**src/design/esc_pkg.sv**
```systemverilog
// shared constants and helper functions for the epoch seconds to calendar converter
// no dependencies; imported by epoch_seconds_to_calendar
package esc_pkg;

  localparam int unsigned SecPerDay  = 86400;
  localparam int unsigned SecPerHour = 3600;
  localparam int unsigned SecPerMin  = 60;

  // quotient bits needed by each long division step
  localparam int unsigned DayQBits  = 16;
  localparam int unsigned HourQBits = 5;
  localparam int unsigned MinQBits  = 6;

  localparam logic [11:0] EpochYear    = 12'd1970;
  localparam logic [11:0] CenturyNoLeap = 12'd2100;
  localparam logic [11:0] LastYear     = 12'd2106;
  localparam logic [8:0]  YearLenShort = 9'd365;
  localparam logic [8:0]  YearLenLong  = 9'd366;
  localparam logic [2:0]  EpochWdOff   = 3'd3;    // thursday, counted from monday as 0
  localparam logic [3:0]  LastMonthIdx = 4'd11;

  localparam int unsigned InWidth  = 32;
  localparam int unsigned OutWidth = 48;

  // gregorian rule narrowed to 1970..2106: 2000 leaps, 2100 does not
  function automatic logic is_leap(input logic [11:0] yr);
    is_leap = (yr[1:0] == 2'd0) && (yr != CenturyNoLeap);
  endfunction

  function automatic logic [4:0] month_len(input logic leap, input logic [3:0] idx);
    logic [4:0] len;
    case (idx)
      4'd1:                   len = leap ? 5'd29 : 5'd28;
      4'd3, 4'd5, 4'd8, 4'd10: len = 5'd30;
      default:                len = 5'd31;
    endcase
    month_len = len;
  endfunction

  // weekday offset plus a small step, wrapped into 0..6
  function automatic logic [2:0] wd_add(input logic [2:0] wd, input logic [1:0] inc);
    logic [3:0] s;
    s = {1'b0, wd} + {2'b00, inc};
    if (s >= 4'd7) begin
      s = s - 4'd7;
    end
    wd_add = s[2:0];
  endfunction

  // remainder by seven of a value below 63
  function automatic logic [2:0] mod7(input logic [5:0] v);
    logic [5:0] r;
    r = v;
    for (int i = 0; i < 8; i++) begin
      if (r >= 6'd7) begin
        r = r - 6'd7;
      end
    end
    mod7 = r[2:0];
  endfunction

endpackage

```
**src/design/epoch_seconds_to_calendar.sv**
```systemverilog
// epoch seconds to calendar date and time converter, top level
// depends on esc_pkg for constants, month lengths and weekday helpers
//
// Converts a 32-bit count of seconds since 1970-01-01 00:00:00 into second, minute, hour,
// weekday (monday = 1), full year, month and day of month. The divisions and the year and
// month walks run through one 32-bit compare-and-subtract unit under a small sequencer:
// long division by 86400, 3600 and 60 for 16, 5 and 6 quotient bits, then a walk over the
// years from 1970 (up to 136) and over the months (up to 12), between an accept state and
// a deliver state. Delivery waits while the previous result is still unaccepted;
// s_axis_tready is high only while no conversion is in flight. The result sits in an
// output register, so a new word is taken while the previous result waits for
// m_axis_tready.
module epoch_seconds_to_calendar (
  input  logic        clk,
  input  logic        rst,
  input  logic        s_axis_tvalid,
  output logic        s_axis_tready,
  input  logic [31:0] s_axis_tdata,   // [31:0] epoch_seconds
  output logic        m_axis_tvalid,
  input  logic        m_axis_tready,
  output logic [47:0] m_axis_tdata    // [5:0] second, [11:6] minute, [16:12] hour,
                                      // [19:17] weekday, [31:20] full_year, [35:32] month,
                                      // [40:36] day_of_month, [47:41] zero
);
  import esc_pkg::*;

  typedef enum logic [2:0] {
    ST_IDLE,
    ST_DIV_DAY,
    ST_DIV_HOUR,
    ST_DIV_MIN,
    ST_YEAR,
    ST_MONTH,
    ST_FINISH
  } state_t;

  state_t      state;
  logic [31:0] rem;
  logic [31:0] dvs;
  logic [3:0]  cnt;
  logic [15:0] q;
  logic [5:0]  qs;
  logic [11:0] year;
  logic [2:0]  wd;
  logic [5:0]  second_r;
  logic [5:0]  minute_r;
  logic [4:0]  hour_r;
  logic [3:0]  month_r;
  logic [4:0]  day_r;

  logic [31:0] subtrahend;
  logic [32:0] diff;
  logic        ge;
  logic        leap;
  logic [4:0]  mlen;
  logic [31:0] dvs_day;
  logic [31:0] dvs_hour;
  logic [31:0] dvs_min;

  assign dvs_day  = 32'(SecPerDay  << (DayQBits  - 1));
  assign dvs_hour = 32'(SecPerHour << (HourQBits - 1));
  assign dvs_min  = 32'(SecPerMin  << (MinQBits  - 1));

  assign leap = is_leap(year);
  assign mlen = month_len(leap, cnt);

  // the one shared compare and subtract unit
  always_comb begin
    unique case (state)
      ST_DIV_DAY, ST_DIV_HOUR, ST_DIV_MIN: subtrahend = dvs;
      ST_YEAR:  subtrahend = {23'd0, (leap ? YearLenLong : YearLenShort)};
      ST_MONTH: subtrahend = {27'd0, mlen};
      default:  subtrahend = '0;
    endcase
    diff = {1'b0, rem} - {1'b0, subtrahend};
    ge   = ~diff[32];
  end

  assign s_axis_tready = (state == ST_IDLE);

  always_ff @(posedge clk) begin
    if (rst) begin
      state         <= ST_IDLE;
      m_axis_tvalid <= 1'b0;
    end else begin
      if (m_axis_tvalid && m_axis_tready && (state != ST_FINISH)) begin
        m_axis_tvalid <= 1'b0;
      end
      unique case (state)
        ST_IDLE: begin
          if (s_axis_tvalid) begin
            rem   <= s_axis_tdata;
            dvs   <= dvs_day;
            cnt   <= 4'(DayQBits - 1);
            q     <= '0;
            state <= ST_DIV_DAY;
          end
        end
        ST_DIV_DAY: begin
          if (ge) begin
            rem <= diff[31:0];
          end
          q <= {q[14:0], ge};
          if (cnt == 4'd0) begin
            dvs   <= dvs_hour;
            cnt   <= 4'(HourQBits - 1);
            qs    <= '0;
            state <= ST_DIV_HOUR;
          end else begin
            dvs <= dvs >> 1;
            cnt <= cnt - 4'd1;
          end
        end
        ST_DIV_HOUR: begin
          if (ge) begin
            rem <= diff[31:0];
          end
          if (cnt == 4'd0) begin
            hour_r <= {qs[3:0], ge};
            dvs    <= dvs_min;
            cnt    <= 4'(MinQBits - 1);
            qs     <= '0;
            state  <= ST_DIV_MIN;
          end else begin
            qs  <= {qs[4:0], ge};
            dvs <= dvs >> 1;
            cnt <= cnt - 4'd1;
          end
        end
        ST_DIV_MIN: begin
          if (cnt == 4'd0) begin
            minute_r <= {qs[4:0], ge};
            second_r <= ge ? diff[5:0] : rem[5:0];
            // day count moves into the remainder for the year walk
            rem      <= {16'd0, q};
            year     <= EpochYear;
            wd       <= EpochWdOff;
            state    <= ST_YEAR;
          end else begin
            if (ge) begin
              rem <= diff[31:0];
            end
            qs  <= {qs[4:0], ge};
            dvs <= dvs >> 1;
            cnt <= cnt - 4'd1;
          end
        end
        ST_YEAR: begin
          if (ge) begin
            rem  <= diff[31:0];
            year <= year + 12'd1;
            wd   <= wd_add(wd, leap ? 2'd2 : 2'd1);
          end else begin
            cnt   <= '0;
            state <= ST_MONTH;
          end
        end
        ST_MONTH: begin
          if (ge && (cnt != LastMonthIdx)) begin
            rem <= diff[31:0];
            cnt <= cnt + 4'd1;
            wd  <= wd_add(wd, 2'(mlen - 5'd28));
          end else begin
            // whatever is left lies inside this month
            month_r <= cnt + 4'd1;
            day_r   <= rem[4:0] + 5'd1;
            wd      <= mod7({3'd0, wd} + {1'b0, rem[4:0]});
            state   <= ST_FINISH;
          end
        end
        ST_FINISH: begin
          if (!m_axis_tvalid || m_axis_tready) begin
            m_axis_tdata  <= {7'd0, day_r, month_r, year, wd + 3'd1, hour_r, minute_r,
                              second_r};
            m_axis_tvalid <= 1'b1;
            state         <= ST_IDLE;
          end
        end
        default: state <= ST_IDLE;
      endcase
    end
  end

`ifndef NO_ASSERTIONS
  a_accept_starts_division: assert property (@(posedge clk) disable iff (rst)
    (s_axis_tvalid && s_axis_tready) |=> (state == ST_DIV_DAY))
    else $error("accepted word did not start the day division");

  a_month_index_bound: assert property (@(posedge clk) disable iff (rst)
    (state == ST_MONTH) |-> (cnt <= LastMonthIdx))
    else $error("month index ran past december");

  a_year_bound: assert property (@(posedge clk) disable iff (rst)
    (state == ST_YEAR) |-> (year >= EpochYear && year <= LastYear))
    else $error("year walk left the representable range");

  a_out_weekday: assert property (@(posedge clk) disable iff (rst)
    m_axis_tvalid |-> (m_axis_tdata[19:17] != 3'd0))
    else $error("weekday out of range");

  a_out_month_day: assert property (@(posedge clk) disable iff (rst)
    m_axis_tvalid |-> (m_axis_tdata[35:32] != 4'd0 && m_axis_tdata[35:32] <= 4'd12 &&
                       m_axis_tdata[40:36] != 5'd0))
    else $error("month or day of month out of range");
`endif

endmodule
```
**config.mk**
```make
export PLATFORM = sky130hd
export DESIGN_NAME = epoch_seconds_to_calendar
export DESIGN_NICKNAME = d
export VERILOG_FILES = /design/src/design/esc_pkg.sv /design/src/design/epoch_seconds_to_calendar.sv
export SDC_FILE = /design/constraint.sdc
export NUM_CORES = 1
export LEC_CHECK = 0
export BUFFER_PORTS_ARGS = -buffer_cell sky130_fd_sc_hd__buf_2
export CAP_MARGIN = 30
export CORE_AREA = 2 2 234 178
export CTS_BUF_LIST = sky130_fd_sc_hd__clkbuf_16
export CTS_CLUSTER_SIZE = 12
export DETAILED_ROUTE_END_ITERATION = 8
export DIE_AREA = 0 0 236 180
export GPL_TIMING_DRIVEN = 0
export PLACE_DENSITY = 0.47
export REMOVE_ABC_BUFFERS = 1
export SETUP_SLACK_MARGIN = 0.3
export SYNTH_ARGS = -nofsm -noshare
export SYNTH_HDL_FRONTEND = slang
export SYNTH_SLANG_ARGS = --single-unit
```
**constraint.sdc**
```tcl
create_clock -name clk -period 13.85 [get_ports clk]
set_input_delay 2.77 -clock clk [delete_from_list [all_inputs] [get_ports clk]]
set_output_delay 2.77 -clock clk [all_outputs]
set_load 0.05 [all_outputs]
```
# Word level (Yosys, flattened, before mapping)
# Cells that the tools add are included.
[word_totals]
elab_cells = 180
memories = 0
latch_bits = 0
romBits = 0
input_bits = 36
ff_bits = 175
output_inout_bits = 50
mem_bits_rw = 0
[op_classes]
bitwise = 3
n_mul = 0
magnitude_cmp = 10
shift = 0
reduce_logical = 31
n_eq_ne = 24
muxes = 77
addsub = 20
n_div = 0
[ops]
columns = ["operator", "count"]
rows = [
  ["one-hot mux 32 bit (4 select lines)", 2],
  ["two-way mux 32 bit", 6],
  ["two-way mux 6 bit", 29],
  ["one-hot mux 32 bit (3 select lines)", 1],
  ["two-way mux 31 bit", 2],
  [">= comparator 6 x 3 -> 1 bit, second input constant", 8],
  ["subtractor 6 x 3 -> 6 bit, second input constant", 7],
  ["two-way mux 3 bit", 12],
  ["subtractor 32 x 32 -> 33 bit", 1],
  ["one-hot mux 16 bit (2 select lines)", 1],
  ["two-way mux 12 bit", 2],
  ["two-way mux 4 bit", 6],
  ["one-hot mux 12 bit (2 select lines)", 1],
  ["one-hot mux 4 bit (6 select lines)", 1],
  ["one-hot mux 3 bit (7 select lines)", 1],
  ["!= test 2 bit, second input constant", 10],
  ["AND reduction 4 bit", 5],
  ["two-way mux 16 bit", 1],
  ["two-way mux 5 bit", 3],
  ["one-hot mux 5 bit (3 select lines)", 1],
  ["AND reduction 3 bit", 5],
  ["adder 12 x 1 -> 12 bit, second input constant", 1],
  ["!= test 12 bit, second input constant", 1],
  ["equality test 3 bit, second input constant", 3],
  ["other kinds (36)", 55],
]

# Longest topological paths before layout
# Gate-level depths: netlist of the first run.
[logic_depth]
word_depth = 45
ltp_mapped = 39
depth_no_buf = 35

# Worst setup path after synthesis of the first run
# OpenSTA, ideal clock, no wires.
[synth_path]
path_type = "register to register"
startpoint = "register wd[0]"
endpoint = "register wd[1], data pin"
n_path_buf = 5
stages_incl_launch_ff = 40
setup_time_ps = 261
period_less_slack_ps = 9940
path_slack_ps = 3910
required_ps = 13589
t_arrival_ps = 9679
cell_sequence = "edfxtp_1 ha_1 fa_1 ha_1 clkbuf_2 mux2_4 a221oi_2 o21ai_1 xnor2_2 inv_1 ha_1 a2bb2oi_2 mux2_2 ha_1 clkbuf_1 a2111o_1 a22oi_2 xnor2_1 [4 not listed] mux2_2 ha_1 clkbuf_1 a21oi_1 mux2_2 ha_1 clkbuf_1 and3_1 a21oi_1 and3_1 mux2_1 ha_1 a211oi_1 mux2_4 ha_1 inv_1 o21ai_1 a311o_1"
[synth_via]
elab_chain_len = 40
elab_cells_between_ends = 57
[synth_rtl]
columns = ["element", "line", "source"]
rows = [
  ["from (decl)", "epoch_seconds_to_calendar.sv:44", "logic [2:0] wd;"],
  ["from (signal assigned)", "epoch_seconds_to_calendar.sv:137", "wd <= EpochWdOff;"],
  ["from (signal assigned)", "epoch_seconds_to_calendar.sv:152", "wd <= wd_add(wd, leap ? 2'd2 : 2'd1);"],
  ["from (signal assigned)", "epoch_seconds_to_calendar.sv:162", "wd <= wd_add(wd, 2'(mlen - 5'd28));"],
  ["adder 3 x 5 -> 6 bit", "epoch_seconds_to_calendar.sv:167", "wd <= mod7({3'd0, wd} + {1'b0, rem[4:0]});"],
  ["subtractor 6 x 3 -> 6 bit / >= comparator 6 x 3 -> 1 bit (equally long branches)", "esc_pkg.sv:56, esc_pkg.sv:55", ""],
  ["two-way mux 6 bit", "esc_pkg.sv:55", "if (r >= 6'd7) begin"],
  ["two-way mux 6 bit", "epoch_seconds_to_calendar.sv:159", "if (ge && (cnt != LastMonthIdx)) begin"],
  ["two-way mux 6 bit", "epoch_seconds_to_calendar.sv:89", "unique case (state)"],
  ["two-way mux 6 bit", "epoch_seconds_to_calendar.sv:82", "if (rst) begin"],
  ["subtractor 6 x 3 -> 6 bit / >= comparator 6 x 3 -> 1 bit (equally long branches)", "esc_pkg.sv:56, esc_pkg.sv:55", ""],
  ["two-way mux 6 bit", "esc_pkg.sv:55", ""],
  ["[24 not listed]", "n/a", ""],
  ["two-way mux 6 bit", "esc_pkg.sv:55", ""],
  ["two-way mux 6 bit", "epoch_seconds_to_calendar.sv:159", ""],
  ["two-way mux 6 bit", "epoch_seconds_to_calendar.sv:89", ""],
  ["two-way mux 6 bit", "epoch_seconds_to_calendar.sv:82", ""],
  [">= comparator 6 x 3 -> 1 bit / subtractor 3 bit (equally long branches)", "esc_pkg.sv:55, esc_pkg.sv:56", ""],
  ["two-way mux 3 bit", "esc_pkg.sv:55", ""],
  ["two-way mux 3 bit", "epoch_seconds_to_calendar.sv:159", ""],
  ["one-hot mux 3 bit (3 select lines) (*)", "epoch_seconds_to_calendar.sv:89", ""],
]
# Mark *: on every way between the ends. The rest lies on a longest branch, timed or not. The select of a mux whose other input is x is not followed.
# A chain may end at the register's enable or synchronous reset.

# Final worst setup path of the first run
# Same ends and word-level chain as after synthesis.

==> results of run 1 <==
## routing by layer
| metal | vias up | part of all wire | track usage |
|---|---|---|---|
| met5 | - | 0 | 0 |
| met3 | 16 | 0.043 | 0.0236 |
| met2 | 197 | 0.42 | 0.202 |
| li1 | 4372 | - | - |
| met4 | 0 | 0.0083 | 0.0352 |
| met1 | 4297 | 0.53 | 0.221 |
## state kept, by name (all words and copies together) (netlist names)
signal / count
year: 12
m_axis_tdata: 41
rem: 32
month_r: 4
second_r: 6
cnt: 4
qs: 5
dvs: 32
minute_r: 6
state: 3
day_r: 5
wd: 3
q: 16
hour_r: 5
m_axis_tvalid: 1
## stage by stage
step | setup WS [ps] | cells | hold WS (ps) | area (um2) | util
after floorplan | 4000 | 1065 | 400 | 11300 | -
after global placement | 334 | 1671 | 405 | 12300 | 0.306
after detailed placement | 2550 | 1695 | 405 | 12600 | 0.314
after CTS | 2520 | 1726 | 422 | 13200 | 0.328
after global routing | 1790 | 1727 | 425 | 13200 | 0.328
final | 2470 | 1727 | 419 | 13200 | 0.328
## worst max-delay path, delay by kind of cell, from the launching register on
family / cells / cell delay (ps)
flip-flops: 1 / 500
XOR/XNOR: 3 / 810
adder cells (fa/ha/maj): 10 / 3660
multiplexers: 5 / 1790
AO/OA/AOI/OAI: 10 / 3080
buffers and inverters: 2 / 250
AND/OR/NAND/NOR: 4 / 1000
## final cells by class
| cell class | instances | area (um2) |
|---|---|---|
| Tap cell | 528 | 661 |
| Sequential cell | 175 | 5220 |
| Inverter | 37 | 139 |
| Fill cell | 4110 | 27100 |
| Multi-Input combinational cell | 853 | 5970 |
| Clock inverter | 14 | 133 |
| Clock buffer | 17 | 425 |
| Timing Repair Buffer | 103 | 672 |
## cells in the mapped netlist (all sizes together) (24+ instances only)
cell type / n
a21oi: 65
and2: 39
buf: 25
clkbuf: 37
edfxtp: 171
ha: 57
inv: 37
nand2: 101
nand3: 31
nor2: 94
nor3: 25
o21ai: 75
xnor2: 35
xor2: 24
## kinds of logic (layout without fill, tap and decap cells)
family                     count (synthesis)  after routing  share of synthesized area
and+or+nand+nor                          378            378                      0.168
buffers and inverters                     99            171                     0.0383
muxes                                     24             24                     0.0257
AOI/OAI and AO/OA                        324            324                      0.200
other                                      1              7                   0.000325
DFF                                      175            175                      0.452
adders and majority gates                 61             61                     0.0687
xor gates and xnor gates                  59             59                     0.0477
## final timing paths
path / from / to / slack, ps / cells past startpoint
max: wd[0] / wd[1] / 2470 / 34
min: day_r[4] / m_axis_tdata[40] / 420 / 0
min reg2reg: day_r[4] / m_axis_tdata[40] / 420 / 0
max reg2reg: wd[0] / wd[1] / 2470 / 34
==> impl_metrics.ini, run 1 <==
[detailed_routing]
viasPerCell = 5.14
wire_per_inst_um = 17.4
drt_iter0_drc = 673
num_vias = 8882
drc = 0
wirelength_um = 30000
ant_nets = 0
firstDrtPassIters = 5

[clock_network]
cts.sinks = 175
cts_resized = 0
clk_latency_ps = 450
cts_tree = yes
cts_inserted_buffers = 17
cts_setup_buffers = 0
cts_hold_buf = 0
cts_root_buf = clkbuf_16
htreeDepth = 4
clk_pin_slew_ps = 70
clockBufferDepth = 2

[critical_path]
cp-start-kind = flip-flop
cp_slowest_cell = ha_1
cp-end-kind = flip-flop
crit_fanout = 17
arrival_ps = 11580
cpMostUsedCell = ha_1
path_class = reg -> reg
required_ps = 14050
cpPeakStageDelay_ps = 600

[cells_and_area]
antenna_cells = 0
layout_common_cells = 171 x edfxtp_1, 101 x nand2_1, 91 x nor2_1
nets = 1284
synthToLayoutAreaGrowth_pct = 14.5
drive_gt1_frac = 0.170
mostFrequentLayoutCell = edfxtp_1

[sta]
grt_setup_unrepaired = false
period_share = 0.821
fmax_mhz = 87.9
finClkSkew_ps = 9.70
setup_violations = 0
max-slew-margin-rel = 0.359
slew_violations = 0
max_slew.worst_pin.slew_ps = 951
finalSetupTns_ps = 0
finalHoldViolCount = 0
fin_crit_ps = 11380

[global_route]
grt_overflow = 0
grtUsageTotal = 0.142
grt_max_degree = 37
grt_pass1_vias = 8361
grt_pass1_wl_um = 47800
grt_antenna_before_repair = 0

[logic_synthesis]
yosysSeqAreaShare = 0.452
netlist_area_um2 = 11500
async_flop_share = 0
ys.flop_type = edfxtp_1
synth_top_area_frac = 0.445
synth_area_leaders = edfxtp_1 45%, ha_1 6.2%, nand2_1 3.3%
syn_area_per_cell_um2 = 10.3
ys_ff_latch = 175
synth-edff-count = 171
synth_cell_types = 103
post-synth-top-area-cell = edfxtp_1
yosys_warnings = 0
synth_cells = 1121

[floorplan]
die_h_um = 180
pin_count = 86
num_rows = 64
coreArea_um2 = 40300
die_area_um2 = 42500
start_util = 0.286
dieWidth_um = 236

[placement]
port_buffers = 78
dp_hpwl_um = 21900
gp_congestion = 0.810

[worst_hold_path]
hold_path_class = reg -> reg

[outcome]
outcome = complete, no violations

[job]
max_cap_violations = 0
Power of run 1 is not shown: default switching activity piles up to over one toggle a cycle in this logic, so the estimate is an artifact.
==> run 2, diff against run 1 <==
- PLACE_DENSITY: 0.47 -> 0.49
- clock period: 13.85 -> 10.4 ns (I/O delays scaled with it)
==> impl_metrics.ini, run 2 (synthesis results as in run 1) <==
[critical_path]
crit_fanout = 17
cpPeakStageDelay_ps = 510
path_class = reg -> reg
cp-end-kind = flip-flop
cp_slowest_cell = a2111o_1
cp_top_family = adder cells
cp-start-kind = flip-flop
arrival_ps = 9850
cpMostUsedCell = ha_1
path_buf_inv = 2
required_ps = 10610

[cells_and_area]
top_regs = m_axis_tdata (41), dvs (32), rem (32)
utilization = 0.334
mostFrequentLayoutCell = edfxtp_1
top_register = m_axis_tdata
layout_common_cells = 171 x edfxtp_1, 101 x nand2_1, 91 x nor2_1
antenna_cells = 0
synthToLayoutAreaGrowth_pct = 16.6
nets = 1288
drive_gt1_frac = 0.184
largest_reg_flops = 41

[sta]
fmax_mhz = 104
max_slew.worst_pin.slew_ps = 1020
grt_setup_unrepaired = false
finalSetupTns_ps = 0
max-slew-margin-rel = 0.318
setup_violations = 0
finClkSkew_ps = 14.6
fin_ws_ps = 753
slew_violations = 0
finalHoldViolCount = 0
fin_crit_ps = 9650
period_share = 0.928

[floorplan]
dieWidth_um = 236
pin_count = 86
die_h_um = 180
die_area_um2 = 42500
start_util = 0.286
num_rows = 64
coreArea_um2 = 40300

[detailed_routing]
ant_nets = 0
drt_iter0_drc = 653
wirelength_um = 29600
num_vias = 8870
firstDrtPassIters = 5
wire_per_inst_um = 17.1
drc = 0
viasPerCell = 5.12

[global_route]
grt_max_degree = 30
grt_antenna_before_repair = 0
grt_pass1_vias = 8503
grt_overflow = 0
grt_pass1_wl_um = 47700
grtUsageTotal = 0.141

[placement]
dp_slack_ps = -833
port_buffers = 78
gp_congestion = 0.818
dp_hpwl_um = 21400

[clock_network]
htreeDepth = 4
cts_tree = yes
cts_hold_buf = 0
cts_root_buf = clkbuf_16
clockBufferDepth = 2
clk_pin_slew_ps = 80
cts.sinks = 175
clk_latency_ps = 450
cts_inserted_buffers = 17

[outcome]
outcome = complete, no violations

[worst_hold_path]
hold_path_class = reg -> reg

[job]
max_cap_violations = 0
## run 2: changes by cell type in the layout (fill, tap and decap cells not counted), sizes merged
cell | before | now
buf | 103 | 107
clkinv | 4 | 2
clkinvlp | 3 | 0
inv | 43 | 49
## run 2: metal layers
layer	vias to the layer above	wire [um]	GRT usage
met4	0	439	0.0403
li1	4384	-	-
met1	4257	15300	0.215
met3	27	1370	0.0272
met5	-	0	0
met2	202	12400	0.201
## run 2: area by class of cell
type                            instances  area, um2
Clock inverter                         15        163
Clock buffer                           17        425
Timing Repair Buffer                  107        771
Fill cell                            4046      26800
Multi-Input combinational cell        853       6080
Sequential cell                       175       5220
Inverter                               37        139
Tap cell                              528        661
## run 2: final timing paths
check,from,to,slack [ps],cells after the start
max,wd[0],wd[1],750,34
min,day_r[4],m_axis_tdata[40],420,0
max reg2reg,wd[0],wd[1],750,34
min reg2reg,day_r[4],m_axis_tdata[40],420,0
## run 2: through the flow
| step | std cells | hold slack [ps] | area [um2] |
|---|---|---|---|
| after global routing | 1732 | 432 | 13500 |
| after CTS | 1730 | 420 | 13400 |
| final | 1732 | 419 | 13500 |
| after global placement | 1671 | 405 | 12300 |
| after detailed placement | 1694 | 405 | 12700 |
| after floorplan | 1065 | 400 | 11300 |
## run 2: repair_timing
action                     CTS  global route
pin swaps                    2             3
setup buffers                4             2
setup endpoints to repair    3             3
gates cloned                 0             0
gates resized for setup     10             9
Power of run 2 is left out for the same reason.
